File: config.mk
export PLATFORM = sky130hd
export DESIGN_NAME = modular_power_and_inverse_unit
export DESIGN_NICKNAME = d
export VERILOG_FILES = /design/src/hdl/mpi_pkg.sv /design/src/hdl/mpi_modmul.sv /design/src/hdl/modular_power_and_inverse_unit.sv
export SDC_FILE = /design/constraint.sdc
export NUM_CORES = 2
export LEC_CHECK = 0
export BUFFER_PORTS_ARGS = -buffer_cell sky130_fd_sc_hd__buf_2
export CAP_MARGIN = 0
export CORE_MARGIN = 4
export CORE_UTILIZATION = 55
export CTS_CLUSTER_SIZE = 16
export DETAILED_ROUTE_END_ITERATION = 6
export PLACE_DENSITY = 0.78
export SLEW_MARGIN = 20
export SYNTH_ARGS = -nofsm -noshare
export SYNTH_HDL_FRONTEND = slang
export SYNTH_SLANG_ARGS = --single-unit
File: constraint.sdc
create_clock -name clk -period 9.2 [get_ports clk]
set_input_delay 1.84 -clock clk [delete_from_list [all_inputs] [get_ports clk]]
set_output_delay 1.84 -clock clk [all_outputs]
set_load 0.02 [all_outputs]
File: src/hdl/mpi_pkg.sv
// ----------------------------------------------------------------------------
// Modular power and inverse package
// Shared constants, state encoding and multiplier request/response types.
// ----------------------------------------------------------------------------
package mpi_pkg;

    localparam int EXP_BITS_DEFAULT = 63;
    localparam int EXP_W            = 63;
    localparam int RES_W            = 30;

    localparam logic OP_POWER   = 1'b0;
    localparam logic OP_INVERSE = 1'b1;

    localparam logic [RES_W-1:0] PRIME_MOD    = 30'd998244353;
    localparam logic [RES_W-1:0] INV_EXPONENT = PRIME_MOD - 30'd2;
    localparam logic [30:0]      BARRETT_MU   = 31'((61'd1 << 60) / 61'(PRIME_MOD));

    typedef enum logic [1:0] {
        ST_IDLE,
        ST_CHECK,
        ST_MUL_ACC,
        ST_SQUARE
    } state_t;

    typedef struct packed {
        logic             start;
        logic [RES_W-1:0] a;
        logic [RES_W-1:0] b;
    } mul_req_t;

    typedef struct packed {
        logic             done;
        logic [RES_W-1:0] product;
    } mul_rsp_t;

endpackage

File: src/hdl/mpi_modmul.sv
// ----------------------------------------------------------------------------
// Modular multiplier
// Four-stage Barrett multiplier modulo the prime, shared by the sequencer.
// ----------------------------------------------------------------------------
module mpi_modmul (
    input  logic              clk,
    input  logic              rst_n,
    input  mpi_pkg::mul_req_t req,
    output mpi_pkg::mul_rsp_t rsp
);

    logic [3:0]  valid_reg;
    logic [59:0] prod_reg;
    logic [31:0] low_reg;
    logic [30:0] quot_reg;
    logic [31:0] rem_reg;
    logic [29:0] out_reg;

    logic [61:0] est_full;
    logic [31:0] qp_low;
    logic [31:0] rem_fixed;
    logic [31:0] prime_w;
    logic [31:0] twice_prime;

    assign prime_w     = 32'(mpi_pkg::PRIME_MOD);
    assign twice_prime = prime_w << 1;
    assign est_full    = 62'(prod_reg[59:29]) * 62'(mpi_pkg::BARRETT_MU);
    assign qp_low      = 32'(quot_reg) * prime_w;

    always_comb
    begin
        if (rem_reg >= twice_prime)
        begin
            rem_fixed = rem_reg - twice_prime;
        end
        else if (rem_reg >= prime_w)
        begin
            rem_fixed = rem_reg - prime_w;
        end
        else
        begin
            rem_fixed = rem_reg;
        end
    end

    always_ff @(posedge clk or negedge rst_n)
    begin
        if (!rst_n)
        begin
            valid_reg <= '0;
        end
        else
        begin
            valid_reg <= {valid_reg[2:0], req.start};
        end
    end

    always_ff @(posedge clk)
    begin
        prod_reg <= 60'(req.a) * 60'(req.b);
        low_reg  <= prod_reg[31:0];
        quot_reg <= est_full[61:31];
        rem_reg  <= low_reg - qp_low;
        out_reg  <= rem_fixed[29:0];
    end

    assign rsp.done    = valid_reg[3];
    assign rsp.product = out_reg;

    a_done_latency: assert property (@(posedge clk) disable iff (!rst_n)
        req.start |-> ##4 rsp.done)
        else $error("modmul: result not delivered four cycles after start");

    a_product_reduced: assert property (@(posedge clk) disable iff (!rst_n)
        rsp.done |-> (rsp.product < mpi_pkg::PRIME_MOD))
        else $error("modmul: product not reduced below the modulus");

endmodule

File: src/hdl/modular_power_and_inverse_unit.sv
// Per exponent bit up to the highest set bit, a clear bit takes a square and a set bit
// a multiply into the accumulator, then a square; the highest set bit takes only the
// multiply. One transfer at a time; the next input can be accepted in the cycle after
// the result enters the output register. Each multiply and square waits on the shared
// four-stage multiplier.
// Reset clears the sequencer and the output valid; no clearing pass is needed.
// ----------------------------------------------------------------------------
// Modular power and inverse unit
// Square-and-multiply modulo 998244353 with a Fermat inverse mode.
// ----------------------------------------------------------------------------
module modular_power_and_inverse_unit #(
    parameter int EXP_BITS = mpi_pkg::EXP_BITS_DEFAULT
) (
    input  logic                        clk,
    input  logic                        rst_n,
    input  logic                        in_valid,
    output logic                        in_stall,
    input  logic                        operation,
    input  logic [29:0]                 base,
    input  logic [mpi_pkg::EXP_W-1:0]   exponent,
    output logic                        out_valid,
    input  logic                        out_stall,
    output logic [29:0]                 result
);

    mpi_pkg::state_t   state_reg, state_next;
    mpi_pkg::mul_req_t mul_req;
    mpi_pkg::mul_rsp_t mul_rsp;

    logic                out_valid_reg, out_valid_next;
    logic [29:0]         result_reg, result_next;
    logic [29:0]         acc_reg, acc_next;
    logic [29:0]         sq_reg, sq_next;
    logic [EXP_BITS-1:0] exp_reg, exp_next;

    logic [EXP_BITS-1:0] exp_rest;
    logic [EXP_BITS-1:0] exp_load;
    logic [63:0]         exp_full;
    logic [29:0]         base_red;
    logic                in_xfer;
    logic                slot_free;
    logic                finish;

    assign in_xfer   = in_valid && !in_stall;
    assign slot_free = !out_valid_reg || !out_stall;
    assign exp_rest  = exp_reg >> 1;
    assign exp_full  = (operation == mpi_pkg::OP_INVERSE) ?
                       64'(mpi_pkg::INV_EXPONENT) : {1'b0, exponent};
    assign exp_load  = exp_full[EXP_BITS-1:0];
    assign base_red  = (base >= mpi_pkg::PRIME_MOD) ? (base - mpi_pkg::PRIME_MOD) : base;

    mpi_modmul u_modmul (
        .clk   (clk),
        .rst_n (rst_n),
        .req   (mul_req),
        .rsp   (mul_rsp)
    );

    always_comb
    begin
        state_next = state_reg;
        case (state_reg)
            mpi_pkg::ST_IDLE:
            begin
                if (in_valid)
                begin
                    state_next = mpi_pkg::ST_CHECK;
                end
            end
            mpi_pkg::ST_CHECK:
            begin
                if (exp_reg == '0)
                begin
                    if (slot_free)
                    begin
                        state_next = mpi_pkg::ST_IDLE;
                    end
                end
                else if (exp_reg[0])
                begin
                    state_next = mpi_pkg::ST_MUL_ACC;
                end
                else
                begin
                    state_next = mpi_pkg::ST_SQUARE;
                end
            end
            mpi_pkg::ST_MUL_ACC:
            begin
                if (mul_rsp.done)
                begin
                    state_next = (exp_rest == '0) ? mpi_pkg::ST_CHECK : mpi_pkg::ST_SQUARE;
                end
            end
            mpi_pkg::ST_SQUARE:
            begin
                if (mul_rsp.done)
                begin
                    state_next = mpi_pkg::ST_CHECK;
                end
            end
            default:
            begin
                state_next = mpi_pkg::ST_IDLE;
            end
        endcase
    end

    always_comb
    begin
        in_stall      = 1'b1;
        finish        = 1'b0;
        mul_req.start = 1'b0;
        mul_req.a     = sq_reg;
        mul_req.b     = sq_reg;
        case (state_reg)
            mpi_pkg::ST_IDLE:
            begin
                in_stall = 1'b0;
            end
            mpi_pkg::ST_CHECK:
            begin
                finish        = (exp_reg == '0) && slot_free;
                mul_req.start = (exp_reg != '0);
                if (exp_reg[0])
                begin
                    mul_req.a = acc_reg;
                end
            end
            mpi_pkg::ST_MUL_ACC:
            begin
                mul_req.start = mul_rsp.done && (exp_rest != '0);
            end
            mpi_pkg::ST_SQUARE:
            begin
                mul_req.start = 1'b0;
            end
            default:
            begin
                in_stall = 1'b1;
            end
        endcase
    end

    always_comb
    begin
        acc_next       = acc_reg;
        sq_next        = sq_reg;
        exp_next       = exp_reg;
        result_next    = result_reg;
        out_valid_next = out_valid_reg && out_stall;
        if (in_xfer)
        begin
            acc_next = 30'd1;
            sq_next  = base_red;
            exp_next = exp_load;
        end
        if ((state_reg == mpi_pkg::ST_MUL_ACC) && mul_rsp.done)
        begin
            acc_next = mul_rsp.product;
            if (exp_rest == '0)
            begin
                exp_next = '0;
            end
        end
        if ((state_reg == mpi_pkg::ST_SQUARE) && mul_rsp.done)
        begin
            sq_next  = mul_rsp.product;
            exp_next = exp_rest;
        end
        if (finish)
        begin
            result_next    = acc_reg;
            out_valid_next = 1'b1;
        end
    end

    always_ff @(posedge clk or negedge rst_n)
    begin
        if (!rst_n)
        begin
            state_reg     <= mpi_pkg::ST_IDLE;
            out_valid_reg <= 1'b0;
        end
        else
        begin
            state_reg     <= state_next;
            out_valid_reg <= out_valid_next;
        end
    end

    always_ff @(posedge clk)
    begin
        acc_reg    <= acc_next;
        sq_reg     <= sq_next;
        exp_reg    <= exp_next;
        result_reg <= result_next;
    end

    assign out_valid = out_valid_reg;
    assign result    = result_reg;

    a_accept_starts: assert property (@(posedge clk) disable iff (!rst_n)
        in_xfer |=> (state_reg == mpi_pkg::ST_CHECK))
        else $error("top: accepted transfer did not start the sequence");

    a_operands_reduced: assert property (@(posedge clk) disable iff (!rst_n)
        (state_reg != mpi_pkg::ST_IDLE) |->
            ((acc_reg < mpi_pkg::PRIME_MOD) && (sq_reg < mpi_pkg::PRIME_MOD)))
        else $error("top: working operands not reduced");

    a_done_when_waiting: assert property (@(posedge clk) disable iff (!rst_n)
        mul_rsp.done |->
            ((state_reg == mpi_pkg::ST_MUL_ACC) || (state_reg == mpi_pkg::ST_SQUARE)))
        else $error("top: multiplier result arrived outside a wait state");

    a_result_from_check: assert property (@(posedge clk) disable iff (!rst_n)
        $rose(out_valid_reg) |-> ($past(state_reg) == mpi_pkg::ST_CHECK))
        else $error("top: result presented without finishing a sequence");

endmodule

Word level (Yosys, flattened, before mapping)
Cells that the tools add are included.
{"block": "totals", "ff_bits": 345, "in_bits": 98, "out_inout_bits": 32, "elab_cells": 73}
{"block": "op_classes", "n_addsub": 4, "mul": 3, "n_lt_le_gt_ge": 3, "eq_ne": 7, "mux": 26, "n_reduce_logical": 17}
{"operator": "$mux W30", "count": 9}
{"operator": "$mux W63", "count": 4}
{"operator": "$logic_not A63 Y1", "count": 2}
{"operator": "$reduce_bool A63 Y1", "count": 2}
{"operator": "$sub A30 B30 Y30 const B", "count": 3}
{"operator": "$mul A31 B31 Y62 const B", "count": 1}
{"operator": "$mux W62", "count": 1}
{"operator": "$mul A30 B30 Y60", "count": 1}
{"operator": "$ge A32 B30 Y1 const B", "count": 1}
{"operator": "$ge A32 B31 Y1 const B", "count": 1}
{"operator": "$mul A31 B30 Y32 const B", "count": 1}
{"operator": "$sub A32 B32 Y32", "count": 1}
{"operator": "$ge A30 B30 Y1 const B", "count": 1}
{"operator": "$mux W2", "count": 6}
{"operator": "$pmux W2 S4", "count": 1}
{"operator": "$logic_and A1 B1 Y1", "count": 6}
{"operator": "$eq A2 B2 Y1 const B", "count": 2}
{"operator": "$mux W1", "count": 4}
{"operator": "$ne A2 B1 Y1 const B", "count": 2}
{"operator": "$reduce_and A4 Y1", "count": 1}
{"operator": "$reduce_bool A2 Y1", "count": 2}
{"operator": "$ne A3 B3 Y1 const B", "count": 1}
{"operator": "$eq A2 B1 Y1 const B", "count": 1}
{"operator": "$logic_not A1 Y1", "count": 2}
{"operator": "other kinds (4)", "count": 4}

Depth between registers and ports, before layout
{"block": "depth", "ltp_word": 6, "ltp_mapped": 34, "depth_no_buf": 31}

By module
Synthesis repeated with hierarchy kept, for this count alone.
{"block": "hier_totals", "hier_cells": 6035, "area_unflattened_um2": 57846.7}
{"mod": "mpi_modmul", "instances": 1, "cells_each": 5325, "area_each_um2": 50558.5, "seq_area_each_um2": 3803.6}
{"mod": "modular_power_and_inverse_unit", "instances": 1, "cells_each": 710, "area_each_um2": 7288.2, "seq_area_each_um2": 4038.9}

Worst setup path before layout
OpenSTA, ideal clock, no wires.
{"block": "synth_timing", "path_type": "reg2reg", "startpoint": "register state_reg[0]", "endpoint": "register u_modmul.prod_reg[44]", "setup_ns": 0.125, "t_arrival_ns": 8.329, "required_ns": 9.075, "path_slack_ns": 0.746, "stages_incl_launch_ff": 31, "path_buffers": 4, "period_less_slack_ns": 8.454, "cell_sequence": "dfrtp_1 -> ha_1 -> nand2_1 -> buf_1 -> mux2_2 -> clkbuf_1 -> clkbuf_1 -> and2_1 -> fa_1 -> fa_1 -> fa_1 -> inv_1 -> fa_1 -> inv_1 -> fa_1 -> fa_1 -> fa_1 -> inv_1 -> fa_1 -> inv_1 -> ha_1 -> clkbuf_1 -> nand4_1 -> or4_1 -> nor3_1 -> a311oi_1 -> o21ai_1 -> a31oi_1 -> o31ai_1 -> a21oi_1 -> xnor2_1"}
{"block": "synth_between", "elab_chain_cells": 3}
{"item": "start, declared", "line": "modular_power_and_inverse_unit.sv:26", "rtl": "mpi_pkg::state_t state_reg, state_next;"}
{"item": "start signal, assigned", "line": "modular_power_and_inverse_unit.sv:182", "rtl": "state_reg <= mpi_pkg::ST_IDLE;"}
{"item": "start signal, assigned", "line": "modular_power_and_inverse_unit.sv:187", "rtl": "state_reg <= state_next;"}
{"item": "$eq A2 B1 Y1", "line": "modular_power_and_inverse_unit.sv:116", "rtl": "case (state_reg)"}
{"item": "$mux W30", "line": "modular_power_and_inverse_unit.sv:116"}
{"item": "$mul A30 B30 Y60", "line": "mpi_modmul.sv:60", "rtl": "prod_reg <= 60'(req.a) * 60'(req.b);"}
{"item": "end signal, assigned", "line": "mpi_modmul.sv:60"}
{"item": "end, declared", "line": "mpi_modmul.sv:13", "rtl": "logic [59:0] prod_reg;"}
No other way between the ends.
A chain may end at the register's enable or synchronous reset.

Worst setup path in the final report
{"block": "layout_timing", "startpoint": "register state_reg[0]", "endpoint": "register u_modmul.prod_reg[56]"}
Same word-level chain as after synthesis.

==> flow_summary.json <==
{
  "whs_ns": 0.321,
  "synthTopCellsByArea": "fa_1 36%, ha_1 16%, inv_1 8.6%, dfxtp_1 8.5%, and2_1 5.6%",
  "syn_area_um2": 58300,
  "clock_skew_ns": 0.0344,
  "cts_buffers": 37,
  "grt_pass1_wl_mm": 251,
  "grt_max_degree": 100,
  "hold_path_end": "u_modmul.low_reg[8]$_DFF_P_",
  "multi_input_area_um2": 44500,
  "worstReg2RegEnd": "u_modmul.prod_reg[56]$_DFF_P_",
  "ir_drop_uv": 98.1,
  "dp_hpwl_mm": 129,
  "synth_most_common_cell": "inv_1",
  "via_count": 42200,
  "synth-seq-cells": 345,
  "fillers": 8820,
  "finalCritPeriodShare_pct": 96.0,
  "slew_headroom_pct": 30.2,
  "synth_top_family_by_area": "adder cells",
  "synthSimpleGateAreaFrac_pct": 13.2,
  "drive_gt1_share_pct": 6.01,
  "postSynthAreaPerCell_um2": 9.57,
  "fin_crit_ns": 8.83,
  "synth-compound-area-share_pct": 6.85,
  "antenna_found_initial": 3,
  "viasPerCell": 5.60,
  "reg2regPathDepth": 27,
  "hold_viol_final": 0,
  "die_h_um": 334,
  "ios": 130,
  "synthAdderAreaFrac_pct": 52.9,
  "synth_top_area_share_pct": 36.4,
  "wl_per_cell_um": 20.8,
  "crit_fanout": 22,
  "fin_nets": 8038,
  "grt_overflow": 0,
  "worst-setup-path-type": "flip-flop to flip-flop",
  "setup_violations": 0,
  "wl_mm": 156,
  "status": "finished, final reports clean",
  "synth_area_leader_cell": "fa_1",
  "netlist_top_cells_count": "1336 x inv_1, 1060 x fa_1, 768 x ha_1",
  "cts_max_path_buffers": 3,
  "synth_flop_cell": "dfxtp_1",
  "ys_seq_area_share_pct": 13.5,
  "core_area_um2": 105000,
  "cp-end-kind": "flip-flop",
  "syn2layout_area_growth_pct": 6.24,
  "largest_reg_flops": 63,
  "synth_edf_count": 90,
  "pwr_density_cell_nw_per_um2": 52.3,
  "track_usage_pct": 28.7,
  "synthCells": 6092,
  "synth-xor-area-share_pct": 2.72,
  "async_reset_ff_share_pct": 2.03,
  "fmax_mhz": 113,
  "worst-r2r-setup-slack_ns": 0.37,
  "worst_pin_slew_ns": 1.05,
  "startpoint_type": "flip-flop",
  "drc": 0,
  "rsz0062_at_grt": "no",
  "grt_pass1_vias": 46300,
  "min_from": "u_modmul.prod_reg[8]$_DFF_P_",
  "finalPower_mw": 3.24,
  "min_path_type": "flip-flop to flip-flop",
  "cts.clk_slew.worst_paths_ns": 0.07,
  "regToRegStartpoint": "state_reg[0]$_DFFE_PN0P_",
  "synth_cell_type_count": 79,
  "layout_setup_ws_ns": 0.368,
  "p_leak_nw": 31.1,
  "clock_latency_ns": 0.58,
  "slew_viol_final": 0,
  "die_w_um": 334,
  "synth_nets": 8018,
  "cts_root_buffer": "clkbuf_16",
  "dp_worst_setup_slack_ns": 0.253,
  "regArea_um2": 7840,
  "synth_mux_area_share_pct": 0.659,
  "initial_core_util_pct": 55.4,
  "cts_tree": "yes",
  "drv_cap": 0,
  "final_antenna_net_count": 0,
  "setup_tns_ns": 0,
  "cts_sinks": 345,
  "die-area_um2": 111000,
  "crit_required_ns": 9.68,
  "cp.arrival_ns": 9.31,
  "gp_congestion": 0.978,
  "htreeDepth": 2,
  "ctsHoldBuffers": 0,
  "diodes": 0,
  "port_buffers": 129,
  "worstHoldPathCells": 0,
  "num_rows": 119,
  "dr.pass1.iters": 7,
  "dr.first_iter.drc_count": 3125,
  "final_util_pct": 58.8,
  "yosysWarnings": 0
}
## where the power goes
group	internal [mW]	switching, mW	leakage [nW]
sequential	1.55	0.0000000000000000241	2.81
clock	0.962	0.679	0.635
combinational	0.0225	0.0260	27.6
total	2.54	0.705	31.1
## through the flow
step	instance area, um^2	cells
CTS	61900	7531
finish	61900	7532
detailed placement	60600	7463
global placement	60600	7463
floorplan	58300	6092
global route	61900	7532
## worst max-delay path by stage
stage,startpoint,to,slack [ns],cells past startpoint
after floorplan,state_reg[0]$_DFFE_PN0P_,u_modmul.prod_reg[44]$_DFF_P_,0.75,30
after global placement,state_reg[1]$_DFFE_PN0P_,u_modmul.prod_reg[56]$_DFF_P_,0.38,28
after detailed placement,state_reg[1]$_DFFE_PN0P_,u_modmul.prod_reg[56]$_DFF_P_,0.25,28
after CTS,state_reg[0]$_DFFE_PN0P_,u_modmul.prod_reg[56]$_DFF_P_,0.19,27
after global routing,state_reg[1]$_DFFE_PN0P_,u_modmul.prod_reg[58]$_DFF_P_,0.05,31
final,state_reg[0]$_DFFE_PN0P_,u_modmul.prod_reg[56]$_DFF_P_,0.37,27
## critical path, stage by stage (launching register included)
cell and delay (ns):
dfrtp_1 0.43, ha_1 0.31, nand2_8 0.22, buf_4 0.27, buf_4 0.23, mux2_2 0.41
and2_1 0.20, fa_1 0.51, fa_1 0.54, inv_1 0.07, fa_1 0.52, fa_1 0.52
inv_1 0.06, fa_1 0.49, fa_1 0.58, fa_1 0.44, ha_1 0.29, ha_1 0.37
a21oi_1 0.26, o21ai_0 0.25, a21oi_1 0.23, a21oi_1 0.09, o41a_1 0.37, a211oi_1 0.26
buf_4 0.17, nor3_1 0.06, o41ai_1 0.39, xnor2_1 0.16
## final cells by class
cell class                 instances  share of cell area [%]
multi-input combinational       4159                    71.9
sequential                       345                    12.7
inverter                        1336                    8.10
tap                             1391                    2.81
timing repair buffer             233                    2.36
clock buffer                      44                    1.60
clock inverter                    24                   0.555
## cell usage in the layout (no fill, tap or decap), types with 6 or more instances in the layout
cell type and n:
nor3_1 64, mux2_2 29, or2_2 14, o31ai_1 10
dfrtp_1 7, nor2b_1 18, ha_1 767, o21ai_0 145
nand2b_1 18, o41ai_1 31, a311oi_1 7, a21o_1 80
xnor2_1 119, a21boi_0 6, nand3_1 41, inv_1 1336
nor4_1 32, a31oi_1 9, and2_1 518, and4_1 8
a21oi_1 149, a22oi_1 34, a211oi_1 16, clkbuf_16 38
and3_1 47, or3_1 10, edfxtp_1 90, o21bai_1 18
buf_4 102, fa_1 1060, o211ai_1 11, nor2_1 118
xor2_1 62, bufinv_16 6, buf_2 129, dfxtp_1 248
nand2_1 561, a211o_1 6, nand4_1 28, o21a_1 31
## cell families (layout without fill, tap and decap cells)
logic type / Yosys count / after routing
adder cells (fa/ha/maj): 1829 / 1829
buffers and inverters: 1588 / 1637
AND/OR/NAND/NOR: 1506 / 1506
AO/OA/AOI/OAI: 609 / 609
flip-flops: 345 / 345
XOR/XNOR: 181 / 181
multiplexers: 34 / 34
## routing by layer
metal  up-vias  share of wire, %  track usage [%]
li1      18900                 -                -
met5         -             0.044            0.340
met3       412               7.7             5.43
met4         4               4.7             11.6
met1     21200                40             37.2
met2      1699                47             47.7
## what timing repair did
| item | CTS | global route |
|---|---|---|
| endpoints found under the setup margin | 0 | 15 |
| gates resized for setup | 0 | 4 |
| setup buffers | 0 | 0 |
No activity file was read; power rests on OpenSTA's default activity.
